==> src/design/hcbd_ram.sv <==
module hcbd_ram #(
	parameter int unsigned DEPTH = 256,
	parameter int unsigned WIDTH = 8
) (
	input  logic                     clk,
	input  logic                     we,
	input  logic [$clog2(DEPTH)-1:0] waddr,
	input  logic [WIDTH-1:0]         wdata,
	input  logic                     re,
	input  logic [$clog2(DEPTH)-1:0] raddr,
	output logic [WIDTH-1:0]         rdata
);

	logic [WIDTH-1:0] mem [DEPTH];

	// write port
	always_ff @(posedge clk) begin
		if (we) begin
			mem[waddr] <= wdata;
		end
	end

	// registered read port, holds while not enabled
	always_ff @(posedge clk) begin
		if (re) begin
			rdata <= mem[raddr];
		end
	end

endmodule

==> config.mk <==
export PLATFORM = sky130hd
export DESIGN_NAME = hcbd_ram
export DESIGN_NICKNAME = d
export VERILOG_FILES = /design/src/design/hcbd_ram.sv
export SDC_FILE = /design/constraint.sdc
export NUM_CORES = 2
export LEC_CHECK = 0
export ABC_AREA = 1
export ABC_CLOCK_PERIOD_IN_PS = 2300
export BUFFER_PORTS_ARGS = -buffer_cell sky130_fd_sc_hd__buf_4
export CAP_MARGIN = 10
export CORE_ASPECT_RATIO = 0.75
export CORE_MARGIN = 4
export CORE_UTILIZATION = 51
export DETAILED_ROUTE_END_ITERATION = 8
export PLACE_DENSITY = 0.66
export SKIP_CTS_REPAIR_TIMING = 1
export SYNTH_ARGS = -nofsm -noshare
export SYNTH_HDL_FRONTEND = slang
export SYNTH_SLANG_ARGS = --single-unit
==> constraint.sdc <==
create_clock -name clk -period 2.3 [get_ports clk]
set_clock_uncertainty 0.1 [all_clocks]
set_input_delay 0.23 -clock clk [delete_from_list [all_inputs] [get_ports clk]]
set_output_delay 0.23 -clock clk [all_outputs]
set_load 0.03 [all_outputs]
== Word-level counts from Yosys, hierarchy flattened ==
Memory sizes are Yosys's and may differ from the RTL's. A register that Yosys moved wholly into a read port is not among the register bits.
Cells that the tools add are included.

* Muxes and demuxes: 2

{| class="wikitable"
|+ Operators with widths
! kind !! number
|-
| $mux 1 || 2
|}

* Register bits after elaboration: 0
* RAM bits: 2048
* Input port bits: 27
* Output and inout port bits: 8
* Word-level logic and storage cells: 3
* Memories kept: 1

{| class="wikitable"
|+ Memories
! memory !! words !! width !! read ports !! clocked after Yosys merged registers in !! wr ports !! RTL line !! RTL
|-
| mem || 256 || 8 || 1 || 1 || 1 || 14 || <nowiki>logic [WIDTH-1:0] mem [DEPTH];</nowiki>
|}

== Logic depth before layout (Yosys ltp) ==
* Word-level depth: 2
* Depth in mapped cells: 15
* Depth with buffers taken out: 11

== Worst setup path before layout ==
OpenSTA, ideal clock, no wires.

* Path type: input -> register
* From: input port we
* To: memory mem[162][0], enable pin
* Arrival time: 1.351 ns
* Slack: 0.479 ns
* Stages on the path: 4
* Buffers on the path: 2
* Cell sequence: clkbuf_1 nand3_1 clkbuf_1 nor2_1

* Longest elaborated chain between the ends: 2

{| class="wikitable"
|+ RTL lines
! element !! RTL line !! RTL
|-
| start, declared || 6 || <nowiki>input logic we,</nowiki>
|-
| $mux 1 || 18 || <nowiki>if (we) begin</nowiki>
|-
| $mux 1 (not written as such) || 19 || <nowiki>mem[waddr] <= wdata;</nowiki>
|-
| end, declared || 14 ||
|}

No other way between the ends.

==> out/qor.txt <==
Via/cell ratio: 5.92
Fmax: 0.437 GHz
Post-synthesis sequential area ratio: 0.740
Internal: 60.2 mW
First-pass GRT wire length: 354000 um
Flops & latches, synth: 2056
1st-pass router iterations: 8
Die width: 475 um
Initial antenna violation count: 6
Min-delay worst type: input port to flop
Yosys warns: 0
Worst Hold Path Cells: 5
Placement Cell Area: 0.0908 mm^2
Netlist cell types: 13
Largest net degree at the start of global routing: 90
# IOs: 35
Synth Cell Area: 0.0835 mm^2
Starting density of the core: 0.514
Sequential cell area: 0.0617 mm^2
Reg power frac: 0.531
Die height: 358 um
Tcrit/Tclk final: 0.994
Clk sink count: 2056
Worst reg2reg endpoint: rdata[1]
Total CTS buffers: 190
Critical Path RT: 2780 ps
Detailed-route wire length per cell: 24.6 um
Setup TNS: 0 ps
Critical Path Fanout Max: 1
Clk_lat worst skew: 840 ps
Synth Area per Inst: 11.9 um^2
Setup-failing EPs final: 0
Yosys top cell area share: 0.740
Static leakage: 34.7 nW
Pwr/cell area: 803 mW/mm^2
Placer Congestion: 0.937
Core Region: 0.163 mm^2
Total GRT Usage: 0.280
CP endpoint kind: flop
Slew HR: 0.499
H-tree Lvls: 4
Status: completed
Antenna Nets Post-Route: 0
Max-cap violations: 0
Synth area leaders: edfxtp_1 74%, nand3_1 12%, nand2_1 9.5%
Vias in the first global route: 54000
Root buffer cell: clkbuf_16
Slew @ Worst Pin: 752 ps
Logic gate share of total power: 0.071
# DRC: 0
Via count: 57500
Total die area: 0.170 mm^2
GRT Residual Overflow: 0
Row count: 128
Cells after Synth: 7003
Final net count: 7431
Port Buf Inserts: 34
Total wire length: 239000 um
Finished Cell Area: 0.0969 mm^2
Net Sw Frac: 0.227
DP HPWL: 149000 um
Area Growth Syn to Fin: 16.1%
Share of layout cells above drive strength 1: 0.124
R2R setup slack: 10 ps
Iteration-0 DRC Markers: 8354
Peak supply drop: 878 uV
Reg2Reg Depth: 10
Multi-input gate area: 0.0191 mm^2
Critical path class: flop to flop
Min Tclk post-route: 2290 ps
Worst Hold Endpoint: rdata[6]
Final Hold Fails: 0
Critical Path Start Type: flop
HP Start: raddr[6]
Yosys top cell by area: edfxtp_1
Clock share of power: 0.398
WP data arrival: 2770 ps
Mapped Nets: 7030
Filler cell count: 12500
Worst reg2reg path startpoint: mem[227][1]
NetSw: 17.6 mW
RSZ-0062 raised after global routing: no
Max Slew Vio Count: 0
CTS tree: built
Worst-path clk slew: 60 ps
CTS Buffer Depth: 3
==> power groups by stage <==
stage / combinational [mW] / clock, mW / sequential (mW)
floorplan: 2.55 / 0 / 42.2
global placement: 5.30 / 0 / 42.2
detailed placement: 5.36 / 0 / 42.2
CTS: 5.38 / 31.3 / 41.3
global route: 5.85 / 33.0 / 41.3
finish: 5.49 / 31.0 / 41.3
==> cell type report <==
class                           instances  area share
Clock buffer                          227      0.0511
Multi-Input combinational cell       4425       0.197
Sequential cell                      2056       0.637
Tap cell                             2145      0.0277
Clock inverter                        118      0.0110
Antenna cell                            3   0.0000774
Timing Repair Buffer                  692      0.0739
Inverter                               39     0.00186
==> critical path, cell delays in order (launching register included) <==
cell	delay [ps]
edfxtp_1	360
nand2_1	70
nand3_1	80
nand3_1	120
nand3_1	120
nand3_1	290
nand3_1	390
nand3_1	170
nand2_1	110
nand2_1	150
nand2_1	70
==> flip-flops by register name, summed over array words and instances, names as in the netlist <==
signal / flops
mem: 2048
rdata: 8
==> how the worst max path moves through the flow <==
| stage | startpoint | to | cells past startpoint |
|---|---|---|---|
| 6_report | mem[227][1] | rdata[1] | 10 |
| 5_1_grt | mem[226][1] | rdata[1] | 10 |
| 4_1_cts | mem[227][1] | rdata[1] | 10 |
| 3_5_place_dp | raddr[1] | rdata[5] | 13 |
| 3_3_place_gp | raddr[1] | rdata[5] | 13 |
| 2_1_floorplan | we | mem[162][0] | 4 |
==> layout by cell type (no fill, tap or decap), types with 3 or more instances in the layout <==
cell type	n
buf_12	149
buf_4	522
buf_8	11
bufinv_16	17
clkbuf_1	34
clkbuf_16	193
clkinv_1	59
clkinv_2	28
clkinv_8	4
diode_2	3
dlygate4sd3_1	10
edfxtp_1	2056
inv_1	34
inv_6	6
nand2_1	2123
nand3_1	2019
nor2_1	283
==> stage by stage <==
| step | setup WS [ps] | instances | power [mW] | utilization | hold slack (ps) |
|---|---|---|---|---|---|
| finish | 13.6 | 9705 | 77.8 | 0.596 | 42.0 |
| global route | 44.5 | 9702 | 80.2 | 0.596 | 23.5 |
| CTS | 161 | 9692 | 78.0 | 0.596 | -452 |
| detailed placement | -401 | 9347 | 47.5 | 0.559 | 437 |
| global placement | -385 | 9347 | 47.4 | 0.559 | 441 |
| floorplan | 479 | 7003 | 44.7 | - | 229 |
==> synth_stat cells <==
| cell type | number |
|---|---|
| buf_1 | 40 |
| buf_2 | 268 |
| buf_4 | 46 |
| buf_6 | 16 |
| buf_8 | 1 |
| clkbuf_1 | 112 |
| edfxtp_1 | 2056 |
| inv_1 | 36 |
| inv_2 | 2 |
| inv_4 | 1 |
| nand2_1 | 2123 |
| nand3_1 | 2019 |
| nor2_1 | 283 |
==> cells by family after synthesis <==
kind of cell,share of synthesized area
buffers and inverters,0.0312
and+or+nand+nor,0.229
DFF,0.740
==> metal layers <==
metal	up-vias	share of wire	GRT usage
met1	28100	0.42	0.419
met5	-	0.00045	0.00310
li1	25700	-	-
met2	3269	0.44	0.409
met3	417	0.12	0.0691
met4	6	0.028	0.0791
Power figures use the tool's default switching activity.
