## src/design/hcbd_pkg.sv

```systemverilog
package hcbd_pkg;

	// bus commands
	typedef enum logic [1:0] {
		CMD_READ  = 2'd0,
		CMD_WRITE = 2'd1,
		CMD_IRQ   = 2'd2,
		CMD_NONE  = 2'd3
	} cmd_t;

	// owner of an access
	typedef enum logic [2:0] {
		TGT_INTERNAL = 3'd0,
		TGT_CART_ROM = 3'd1,
		TGT_CART_RAM = 3'd2,
		TGT_VIDEO    = 3'd3,
		TGT_TIMER    = 3'd4
	} target_t;

	// internal store that serves an access
	typedef enum logic [2:0] {
		RG_NONE   = 3'd0,
		RG_WRAM   = 3'd1,
		RG_UNUSE  = 3'd2,
		RG_IO     = 3'd3,
		RG_IFLAG  = 3'd4,
		RG_HRAM   = 3'd5,
		RG_IE     = 3'd6
	} region_t;

	localparam int unsigned WRAM_DEPTH = 8192;
	localparam int unsigned WRAM_AW    = $clog2(WRAM_DEPTH);
	// I/O bytes in the lower half, high RAM in the upper half
	localparam int unsigned HI_DEPTH   = 256;
	localparam int unsigned HI_AW      = $clog2(HI_DEPTH);
	localparam int unsigned IO_DEPTH   = 128;
	localparam int unsigned IO_AW      = $clog2(IO_DEPTH);
	localparam int unsigned IRQ_COUNT  = 5;

	localparam logic [15:0] ADDR_VIDEO   = 16'h8000;
	localparam logic [15:0] ADDR_CRAM    = 16'hA000;
	localparam logic [15:0] ADDR_WRAM    = 16'hC000;
	localparam logic [15:0] ADDR_OAM     = 16'hFE00;
	localparam logic [15:0] ADDR_UNUSE   = 16'hFEA0;
	localparam logic [15:0] ADDR_IO      = 16'hFF00;
	localparam logic [15:0] ADDR_SB      = 16'hFF01;
	localparam logic [15:0] ADDR_SC      = 16'hFF02;
	localparam logic [15:0] ADDR_TIM_LO  = 16'hFF04;
	localparam logic [15:0] ADDR_TIM_HI  = 16'hFF07;
	localparam logic [15:0] ADDR_IF      = 16'hFF0F;
	localparam logic [15:0] ADDR_LCD_LO  = 16'hFF40;
	localparam logic [15:0] ADDR_LCD_HI  = 16'hFF4B;
	localparam logic [15:0] ADDR_DMA     = 16'hFF46;
	localparam logic [15:0] ADDR_VBK     = 16'hFF4F;
	localparam logic [15:0] ADDR_PAL_LO  = 16'hFF68;
	localparam logic [15:0] ADDR_PAL_HI  = 16'hFF6C;
	localparam logic [15:0] ADDR_HRAM    = 16'hFF80;
	localparam logic [15:0] ADDR_IE      = 16'hFFFF;

	localparam logic [7:0] IF_READ_SET  = 8'hE0;
	localparam logic [7:0] SC_KEEP_MASK = 8'h7F;
	localparam logic [7:0] UNUSE_READ   = 8'hFF;

	typedef struct packed {
		logic [1:0]  command;
		logic [15:0] address;
		logic [7:0]  write_data;
		logic [2:0]  interrupt_index;
	} req_item_t;

	typedef struct packed {
		logic [2:0] target;
		logic [7:0] read_data;
		logic       serial_valid;
		logic [7:0] serial_byte;
	} rsp_item_t;

	typedef struct packed {
		target_t target;
		region_t region;
	} dec_t;

endpackage

```

## src/design/hcbd_decode.sv

```systemverilog
module hcbd_decode (
	input  logic [15:0]      address,
	output hcbd_pkg::dec_t   dec
);

	// owner of an I/O address
	function automatic hcbd_pkg::target_t io_target(input logic [15:0] a);
		hcbd_pkg::target_t t;
		t = hcbd_pkg::TGT_INTERNAL;
		if (a >= hcbd_pkg::ADDR_TIM_LO && a <= hcbd_pkg::ADDR_TIM_HI) begin
			t = hcbd_pkg::TGT_TIMER;
		end else if (a >= hcbd_pkg::ADDR_LCD_LO && a <= hcbd_pkg::ADDR_LCD_HI
				&& a != hcbd_pkg::ADDR_DMA) begin
			t = hcbd_pkg::TGT_VIDEO;
		end else if (a == hcbd_pkg::ADDR_VBK) begin
			t = hcbd_pkg::TGT_VIDEO;
		end else if (a >= hcbd_pkg::ADDR_PAL_LO && a <= hcbd_pkg::ADDR_PAL_HI) begin
			t = hcbd_pkg::TGT_VIDEO;
		end
		return t;
	endfunction

	// memory map
	always_comb begin
		dec.target = hcbd_pkg::TGT_INTERNAL;
		dec.region = hcbd_pkg::RG_NONE;
		if (address < hcbd_pkg::ADDR_VIDEO) begin
			dec.target = hcbd_pkg::TGT_CART_ROM;
		end else if (address < hcbd_pkg::ADDR_CRAM) begin
			dec.target = hcbd_pkg::TGT_VIDEO;
		end else if (address < hcbd_pkg::ADDR_WRAM) begin
			dec.target = hcbd_pkg::TGT_CART_RAM;
		end else if (address < hcbd_pkg::ADDR_OAM) begin
			dec.region = hcbd_pkg::RG_WRAM;
		end else if (address < hcbd_pkg::ADDR_UNUSE) begin
			dec.target = hcbd_pkg::TGT_VIDEO;
		end else if (address < hcbd_pkg::ADDR_IO) begin
			dec.region = hcbd_pkg::RG_UNUSE;
		end else if (address < hcbd_pkg::ADDR_HRAM) begin
			dec.target = io_target(address);
			if (dec.target == hcbd_pkg::TGT_INTERNAL) begin
				dec.region = (address == hcbd_pkg::ADDR_IF) ? hcbd_pkg::RG_IFLAG
					: hcbd_pkg::RG_IO;
			end
		end else if (address < hcbd_pkg::ADDR_IE) begin
			dec.region = hcbd_pkg::RG_HRAM;
		end else begin
			dec.region = hcbd_pkg::RG_IE;
		end
	end

endmodule

```

## config.mk

```make
export PLATFORM = sky130hd
export DESIGN_NAME = hcbd_decode
export DESIGN_NICKNAME = d
export VERILOG_FILES = /design/src/design/hcbd_pkg.sv /design/src/design/hcbd_decode.sv
export SDC_FILE = /design/constraint.sdc
export NUM_CORES = 1
export LEC_CHECK = 0
export BUFFER_PORTS_ARGS = -buffer_cell sky130_fd_sc_hd__clkbuf_2
export CAP_MARGIN = 20
export CORE_AREA = 4 4 41 43
export DETAILED_ROUTE_END_ITERATION = 8
export DIE_AREA = 0 0 45 47
export MAX_ROUTING_LAYER = met4
export PLACE_DENSITY = 0.49
export SYNTH_ARGS = -nofsm -noshare
export SYNTH_HDL_FRONTEND = slang
export SYNTH_SLANG_ARGS = --single-unit
```

## constraint.sdc

```tcl
create_clock -name vclk -period 1.3
set_input_delay 0.065 -clock vclk [all_inputs]
set_output_delay 0.065 -clock vclk [all_outputs]
set_load 0.05 [all_outputs]
```

# Yosys cells after proc, flatten, opt, wreduce, memory -nomap -nowiden
# Index checks and enable logic that the tools add are counted.
dict set report totals {
  regBits 0
  inputBits 16
  elab_cells 50
}
dict set report classes {
  n_lt_le_gt_ge 14
  eq_ne 3
  mux 28
  n_reduce_logical 5
}
# operator count
set ops {}
lappend ops {{less-than comparator 16 bit (second input constant)} 8}
lappend ops {{2-to-1 mux 3 bit} 24}
lappend ops {{greater-or-equal comparator 16 bit (second input constant)} 3}
lappend ops {{<= comparator 16 bit (second input constant)} 3}
lappend ops {{equality test 16 bit (second input constant)} 2}
lappend ops {{!= test 16 bit (second input constant)} 1}
lappend ops {{2-to-1 mux 2 bit} 4}
lappend ops {{logical AND 1 bit} 4}
lappend ops {{logical NOT 3 bit} 1}

# Logic depth before layout (Yosys ltp)
# Gate-level depths: netlist of the first run.
dict set report logic_depth {
  depth_word 22
  depth_mapped 5
  mapped_depth_nobuf 5
}

# Worst setup path after synthesis of the first run
# Ideal clock, no wire load.
dict set report synth_path {
  path_type {input to output}
  start {input port address[15]}
  end {output port dec[5] (netlist bit)}
  t_arrival_ns 1.771
  t_required_ns 1.235
  path_slack_ns -0.536
  stages 5
  path_buffers 0
  cell_sequence {nand2_1 > nor2_1 > nand4_1 > or2_1 > nor3b_1}
}
# item line
set synth_rtl {}
lappend synth_rtl {{start: declaration} hcbd_decode.sv:2} ;# input logic [15:0] address,
lappend synth_rtl {{end: declaration} hcbd_decode.sv:3} ;# output hcbd_pkg::dec_t dec

==> results of run 1 <==
==> power breakdown <==
part	switching, µW	internal (µW)
logic	76.9	76.7
registers	0	0
clock network	0	0
total	76.9	76.7
==> cell usage after synthesis <==
library cell  number  area, µm²
o311a_1            1       10.0
or2_1              1       6.26
and2_1             1       6.26
nand2_1            5       18.8
o221ai_2           1       15.0
o22ai_1            2       12.5
nor2b_1            1       6.26
a21boi_2           1       11.3
nor3_1             2       10.0
a311oi_1           1       8.76
a31o_1             1       8.76
nand3_1            2       10.0
bufinv_8           1       17.5
nor2_1             7       26.3
nor3b_1            1       7.51
and4_1             1       8.76
o2111ai_2          1       15.0
a41oi_1            1       8.76
inv_1              1       3.75
o21ai_1            1       5.00
and3_1             2       12.5
nand4_1            2       12.5
==> repair_timing <==
action | in CTS | in global routing
hold buffers | 0 | 0
pin swaps | 0 | 10
resized for setup | 6 | 29
setup endpoints to repair | 3 | 6
==> critical path, delay by kind of cell <==
kind	cells	cell delay, ns
AND/OR/NAND/NOR	1	0.14
buffers and inverters	2	0.27
AO/OA/AOI/OAI	4	0.69
==> stage by stage <==
step / hold slack (ns) / setup WS, ns / TNS, ns / instance area, µm² / cells
detailed placement: 0.561 / -0.0597 / -0.131 / 457 / 84
global route: 0.525 / 0.000923 / 0 / 544 / 84
global placement: 0.561 / -0.0427 / -0.0918 / 457 / 84
floorplan: 0.231 / -0.0567 / -0.125 / 253 / 37
CTS: 0.512 / 0.00290 / 0 / 484 / 84
finish: 0.518 / 0.0674 / 0 / 544 / 84
==> how the worst max path moves through the flow <==
stage                            from     end  slack, ns  cells after the start
after floorplan           address[15]  dec[5]      -0.06                      5
after detailed placement   address[3]  dec[3]      -0.06                      7
after global routing       address[1]  dec[3]     0.0009                      7
after global placement     address[1]  dec[1]      -0.04                      6
after CTS                  address[1]  dec[0]      0.003                      6
final                      address[5]  dec[3]       0.07                      7
==> routing by layer <==
layer	track usage	vias up
met1	0.119	171
met4	0	0
met5	-	-
met2	0.136	11
met3	0.00383	0
li1	-	212
==> cell type report <==
cell class                 instances  area share
inverter                           2      0.0391
multi-input combinational         35       0.497
tap                               15      0.0345
timing repair buffer              32       0.430
==> cell families after synthesis <==
kind of cell | after synthesis | share of synthesized area
AO/OA/AOI/OAI | 10 | 0.394
buffers and inverters | 2 | 0.0881
AND/OR/NAND/NOR | 25 | 0.518
==> metrics, run 1 <==
syn avg cell area=6.53 µm²; gpl congestion=0.745; dpl hpwl=765 µm; period utilization=0.948; Die Wd=45 µm; Final Util=0.418; final setup vio count=0; post-synthesis cell type count=22; DR pass1 iterations=2; CP Launch Type=input pin; total grt overflow=0; P_leak=0.000258 µW; Period minus WS final=1.23 ns; final net count=87; Hold WC Path Type=input pin to output port; die area=2120 µm²; pins over their slew limit=0; Seq Cell Count=0; CP endpoint kind=output port; CP max stage cell=a21boi_4; CP Data Arrival Time=1.17 ns; Seq. cell area=0 µm²; crit path cell chain=buf_6, nor2b_4, o22ai_2, o2111ai_2, a21boi_4, o221ai_2, buf_8; slew margin rel.=0.801; Fin. Hold Viols=0; Via density=4.69; Worst Min Path Start=address[13]; outcome=completed; mapped cell area=241 µm²; WS Path Type=input pin to output port; sequential share of the synthesized area=0; first-pass GRT wire length=1.32 mm; wire length on met3=57 µm; std cell rows=13; I/O Buffers=22; post-CTS setup buffers=0; DR DRC count=0; Slew @ Worst Pin=0.296 ns; DR top layer=met3; metal2 WL=472 µm; post-route ant nets=0; core area=1300 µm²; fill count=140; chip height=47 µm; Cells on Worst Hold Path=3; initial antenna violation count=0; vias in the first global route=330; peak supply drop=0.000106 V; synth warn=0; starting density of the core=0.186; Total GRT Usage=0.0829; total wire length=937 µm; most frequent cells in the layout=clkbuf_2, buf_4, nor2_1; met1 wire length=408 µm; # clk buffers=0; Power Dens Cells=282 nW/µm²; Multi-input gate area=270 µm²; routed len/inst=11.2 µm; largest net degree at the start of global routing=8; Syn Nets=53; n_diodes=0; DR vias=394; critical path's largest stage delay=0.24 ns; DR iter-0 viols=4; Area Growth Syn to Fin=125%; fmax=811 MHz; # Max-Cap Violations=0; Worst Hold Path EP=dec[3]; RSZ-0062 raised after global routing=false; Power Total=154 µW; Critical Path RT=1.24 ns; Synth Instances=37; Critical Path Fanout Max=7; layout cells sized above 1=0.638; IO Pins=22
Power figures use the tool's default switching activity.
==> run 2: changes to the inputs <==
--- a/config.mk
+++ b/config.mk
@@ -5,13 +5,14 @@
 export SDC_FILE = /design/constraint.sdc
 export NUM_CORES = 1
 export LEC_CHECK = 0
-export BUFFER_PORTS_ARGS = -buffer_cell sky130_fd_sc_hd__clkbuf_2
+export ABC_AREA = 1
 export CAP_MARGIN = 20
 export CORE_AREA = 4 4 41 43
 export DETAILED_ROUTE_END_ITERATION = 8
 export DIE_AREA = 0 0 45 47
+export DONT_BUFFER_PORTS = 1
 export MAX_ROUTING_LAYER = met4
-export PLACE_DENSITY = 0.49
+export PLACE_DENSITY = 0.41
 export SYNTH_ARGS = -nofsm -noshare
 export SYNTH_HDL_FRONTEND = slang
 export SYNTH_SLANG_ARGS = --single-unit
==> run 2 against run 1 <==
Area after synthesis is 31% higher. Critical path depth is 4 higher. Maximum frequency is 1.2% lower. Non-clock buffer count is 25 lower. Sequential cell count stayed put. Synthesized cell count is 81% higher. First-iteration DRC count stayed put. Power is 30% lower. Critical endpoint unchanged. Largest power group unchanged.
==> metrics, run 2 <==
outcome=completed; slew margin rel.=0.722 (-0.0794); part of the power in the clock network=0 (unchanged); Hold WC Path Type=input pin to output port; count leader, synth=nand2_1; Yosys top cell by area=nand2_1; I/O Buffers=0 (-100%); Critical Path Fanout Max=3 (-4); WS Path Type=input pin to output port; largest net degree at the start of global routing=6 (-2); core area=1300 µm² (unchanged); Comb pwr share=1.000 (about the same); Synth Instances=67 (+81%); gpl congestion=0.769 (+3.3%); peak supply drop=0.0000769 V (-28%); n_diodes=0 (unchanged); Period minus WS final=1.25 ns (+0.0152 ns); final setup vio count=0 (unchanged); Power Dens Cells=219 nW/µm² (-22%); placed cell count=88 (+4.8%); Switch Pwr=60.7 µW (-21%); mapped cell area=315 µm² (+31%); post-synthesis cell type count=17 (-23%); CP Data Arrival Time=1.18 ns (about the same); most used cell, CP=nand2_1; Seq Cell Count=0 (unchanged); initial antenna violation count=0 (unchanged); first-pass GRT wire length=1.46 mm (+10%); DR vias=433 (+9.9%); chip height=47 µm (unchanged); # Max-Cap Violations=0 (unchanged); Flop pwr share=0 (unchanged); CP max stage cell=a21oi_2; total grt overflow=0 (unchanged); final net count=92 (+5.7%); non-filler cells, final=89 (+6.0%); synth cell count leaders=nand2_1, inv_1, nor2_1; CP delay by family, top=simple AND/OR/NAND/NOR gates; layout cells sized above 1=0.351 (-0.286); fmax=801 MHz (-1.2%); Slew @ Worst Pin=0.417 ns (+0.121 ns); vias in the first global route=371 (+12%); critical path's largest stage delay=0.22 ns (-0.02 ns); sequential share of the synthesized area=0 (unchanged); WHS=0.313 ns (-0.204 ns); Multi-input gate area=332 µm² (+23%); synth warn=0 (unchanged); post-route ant nets=0 (unchanged); # clk buffers=0 (unchanged); CP endpoint kind=output port; die area=2120 µm² (unchanged); Total GRT Usage=0.0910 (+0.00812); Critical Path RT=1.24 ns (about the same); Pint=46.6 µW (-39%); Area Growth Syn to Fin=55.2%; Die Wd=45 µm (unchanged); DR pass1 iterations=4 (+2); Fin. Hold Viols=0 (unchanged); P_leak=0.000225 µW (-13%); synth top area cells=nand2_1, inv_1, nor2_1; routed len/inst=11.6 µm (+4.4%); Syn Nets=83 (+57%); Seq. cell area=0 µm² (unchanged); DR DRC count=0 (unchanged); DR iter-0 viols=4 (unchanged); total wire length=1.04 mm (+11%); Sw Ratio=0.565 (+0.0649); crit path buf inv count=2 (unchanged); most common cell after layout, fill and taps aside=nand2_1; syn avg cell area=4.71 µm² (-28%); IO Pins=22 (unchanged); hold bufs inserted after CTS=0 (unchanged); top cell type's share of synthesized area=0.190 (+0.0817); setup TNS=0 ns (unchanged); RSZ-0062 raised after global routing=true; std cell rows=13 (unchanged); pins over their slew limit=0 (unchanged); most frequent cells in the layout=nand2_1, inv_1, nor2_1; dpl hpwl=854 µm (+12%); period utilization=0.960 (+0.0117); CP Launch Type=input pin; fill count=167 (+19%); crit path cell chain=nand2_8, nor2_4, inv_2, nor2_2, nand2_1, nand2_1, nand2_1, nand3_1, nand3b_1, a21oi_2, buf_12; starting density of the core=0.242 (+0.0567); Via density=4.87 (+3.7%); Power Total=107 µW (-30%); Final Util=0.376 (-0.0423)
run 2: cell count changes after synthesis, sizes merged, moves of 2 or more:
cell    previous run  this run
nand4              2         4
and3               2         0
inv                1        12
o22ai              2         0
nor2               7        13
nand3              2         8
nand2              5        18
a21oi              0         3
nand3b             0         2
run 2: stage by stage:
| stage | setup slack (ns) | instance area [µm²] |
|---|---|---|
| after CTS | 0.00387 | 444 |
| after detailed placement | 0.00503 | 439 |
| after global placement | -0.0178 | 439 |
| final | 0.0522 | 489 |
| after floorplan | -0.110 | 338 |
| after global routing | -0.0617 | 489 |
run 2: logic make-up after synthesis:
logic type,after synthesis,share of synthesized area
AND/OR/NAND/NOR,47,0.698
buffers and inverters,13,0.155
AO/OA/AOI/OAI,7,0.147
run 2: per-layer routing:
metal / track usage / share of wire / vias to the layer above
li1: - / - / 231
met1: 0.144 / 0.47 / 189
met2: 0.136 / 0.45 / 13
met3: 0 / 0.081 / 0
met4: 0 / 0 / 0
met5: - / 0 / -
run 2: final timing paths:
kind	cells after the start	start	slack (ns)	endpoint
max	11	address[15]	0.05	dec[3]
min	2	address[14]	0.31	dec[4]
run 2: repair_timing:
item / CTS / global route
pin swaps: 4 / 8
buffers inserted: 0 / 1
endpoints found under the setup margin: 1 / 4
gates resized for setup: 4 / 10
run 2: final cells by class:
cell class | count | share of cell area
Multi-Input combinational cell | 54 | 0.678
Timing Repair Buffer | 7 | 0.184
Inverter | 13 | 0.0997
Tap cell | 15 | 0.0384
run 2: power by group through the flow:
stage          clock, µW  sequential (µW)  combinational, µW
6_report               0                0                107
5_1_grt                0                0                114
4_1_cts                0                0               99.8
3_5_place_dp           0                0               97.9
3_3_place_gp           0                0               98.3
2_1_floorplan          0                0               62.2
==> run 3: changes to the inputs <==
--- a/config.mk
+++ b/config.mk
@@ -6,13 +6,14 @@
 export NUM_CORES = 1
 export LEC_CHECK = 0
 export ABC_AREA = 1
+export ABC_CLOCK_PERIOD_IN_PS = 1000
 export CAP_MARGIN = 20
 export CORE_AREA = 4 4 41 43
 export DETAILED_ROUTE_END_ITERATION = 8
 export DIE_AREA = 0 0 45 47
 export DONT_BUFFER_PORTS = 1
 export MAX_ROUTING_LAYER = met4
-export PLACE_DENSITY = 0.41
+export PLACE_DENSITY = 0.42
 export SYNTH_ARGS = -nofsm -noshare
 export SYNTH_HDL_FRONTEND = slang
 export SYNTH_SLANG_ARGS = --single-unit
==> constraint.sdc (replaced) <==
create_clock -name vclk -period 1
set_input_delay 0.05 -clock vclk [all_inputs]
set_output_delay 0.05 -clock vclk [all_outputs]
set_load 0.05 [all_outputs]
==> run 3 against run 2 <==
The flow now finishes with violations (negative setup slack). Count of clock-buffer cells in the layout is the same. First-iteration DRC count stayed put. Die area did not move. Via count increased by 4.2%. Cell area increased by 34%. Sequential share of layout area unchanged. Power is 53% higher. Setup slack worse by 0.26 ns. Critical endpoint is now dec[1]. Largest power group unchanged.
==> metrics, run 3 (synthesized netlist as in run 2, its figures left out) <==
outcome=finished, violations left; violated checks=negative setup slack; starting density of the core=0.242 (unchanged); Worst Hold Path EP=dec[4]; fill count=132 (-21%); final worst slack=-0.209 ns (-0.261 ns); Seq Cell Count=0 (unchanged); first-pass GRT wire length=1.50 mm (+2.4%); chip height=47 µm (unchanged); DR vias=451 (+4.2%); most frequent cells in the layout=nand2_1, inv_1, buf_4; Power Dens Cells=251 nW/µm² (+14%); CP endpoint kind=output port; Period minus WS final=1.21 ns; routed len/inst=9.97 µm (-14%); gpl congestion=0.875 (+14%); die area=2120 µm² (unchanged); Critical Path RT=0.95 ns (-0.29 ns); CP max stage cell=a211oi_4; most common cell after layout, fill and taps aside=nand2_1; crit path cell chain=nand2_8, nor2_4, nand2_2, a21oi_2, nand2_1, nand2_1, nand4_1, buf_4, a211oi_4, buf_12; crit path buf inv count=2 (unchanged); IO Pins=22 (unchanged); critical path's largest stage delay=0.19 ns (-0.03 ns); Die Wd=45 µm (unchanged); dpl hpwl=932 µm (+9.1%); final setup vio count=4 (+4); Hold WC Path Type=input pin to output port; P_leak=0.000291 µW (+29%); initial antenna violation count=0 (unchanged); pins over their slew limit=0 (unchanged); CP Launch Type=input pin; Area Growth Syn to Fin=107%; post-route ant nets=0 (unchanged); CP Data Arrival Time=1.16 ns (-0.02 ns); CP delay by family, top=simple AND/OR/NAND/NOR gates; Worst Min Path Start=address[14]; layout cells sized above 1=0.429 (+0.0772); largest net degree at the start of global routing=6 (unchanged); final net count=102 (+11%); I/O Buffers=0 (unchanged); Seq. cell area=0 µm² (unchanged); # Max-Cap Violations=0 (unchanged); n_diodes=0 (unchanged); most used cell, CP=nand2_1; hold bufs inserted after CTS=0 (unchanged); slew margin rel.=0.810 (+0.0881); setup TNS=-0.758 ns (-0.758 ns); Fin. Hold Viols=0 (unchanged); core area=1300 µm² (unchanged); WS Path Type=input pin to output port; fmax=827 MHz; # clk buffers=0 (unchanged); vias in the first global route=368 (-0.81%); post-CTS setup buffers=0 (unchanged); WP depth=10 (-1); DR pass1 iterations=4 (unchanged); total wire length=987 µm (-4.7%); Slew @ Worst Pin=0.282 ns (-0.135 ns); RSZ-0062 raised after global routing=true; Critical Path Fanout Max=3 (unchanged); period utilization=1.21; WHS=0.285 ns (-0.0280 ns); Via density=4.56 (-6.4%); std cell rows=13 (unchanged); Total GRT Usage=0.0919 (+0.000887); DR DRC count=0 (unchanged); Cells on Worst Hold Path=2 (unchanged); peak supply drop=0.0000813 V (+5.6%); DR iter-0 viols=4 (unchanged); total grt overflow=0 (unchanged)
## run 3: worst max-delay path by stage
stage | from | endpoint | slack (ns)
3_3_place_gp | address[12] | dec[4] | -0.23
3_5_place_dp | address[4] | dec[4] | -0.25
2_1_floorplan | address[11] | dec[1] | -0.17
6_report | address[12] | dec[1] | -0.21
4_1_cts | address[12] | dec[4] | -0.22
5_1_grt | address[12] | dec[4] | -0.30
## run 3: layout make-up
class | instances | area (µm²) | share of cell area
Timing Repair Buffer | 17 | 203 | 0.310
Inverter | 13 | 48.8 | 0.0747
Multi-Input combinational cell | 54 | 383 | 0.586
Tap cell | 15 | 18.8 | 0.0287
## run 3: per-stage QoR
| step | std cells | total power, µW | cell area (µm²) | utilization | setup slack (ns) |
|---|---|---|---|---|---|
| detailed placement | 99 | 159 | 621 | 0.477 | -0.252 |
| CTS | 99 | 164 | 636 | 0.488 | -0.217 |
| finish | 99 | 164 | 653 | 0.502 | -0.209 |
| global route | 99 | 175 | 653 | 0.502 | -0.295 |
| global placement | 99 | 160 | 621 | 0.477 | -0.231 |
| floorplan | 67 | 95.2 | 399 | - | -0.173 |
## run 3: routing by layer
layer | vias up | global-route usage | part of all wire
met4 | 0 | 0 | 0
li1 | 249 | - | -
met2 | 6 | 0.153 | 0.49
met3 | 0 | 0.00383 | 0.030
met5 | - | - | 0
met1 | 196 | 0.131 | 0.47
## run 3: report_power, final
| part | leakage, µW | internal [µW] | switching [µW] | total [µW] |
|---|---|---|---|---|
| logic | 0.000291 | 82.8 | 81.1 | 164 |
| clock network | 0 | 0 | 0 | 0 |
| registers | 0 | 0 | 0 | 0 |
| total | 0.000291 | 82.8 | 81.1 | 164 |
## run 3: timing repair
action / 4_1_cts / 5_1_grt
resized for setup: 3 / 4
pin swaps: 8 / 3
setup endpoints to repair: 4 / 6
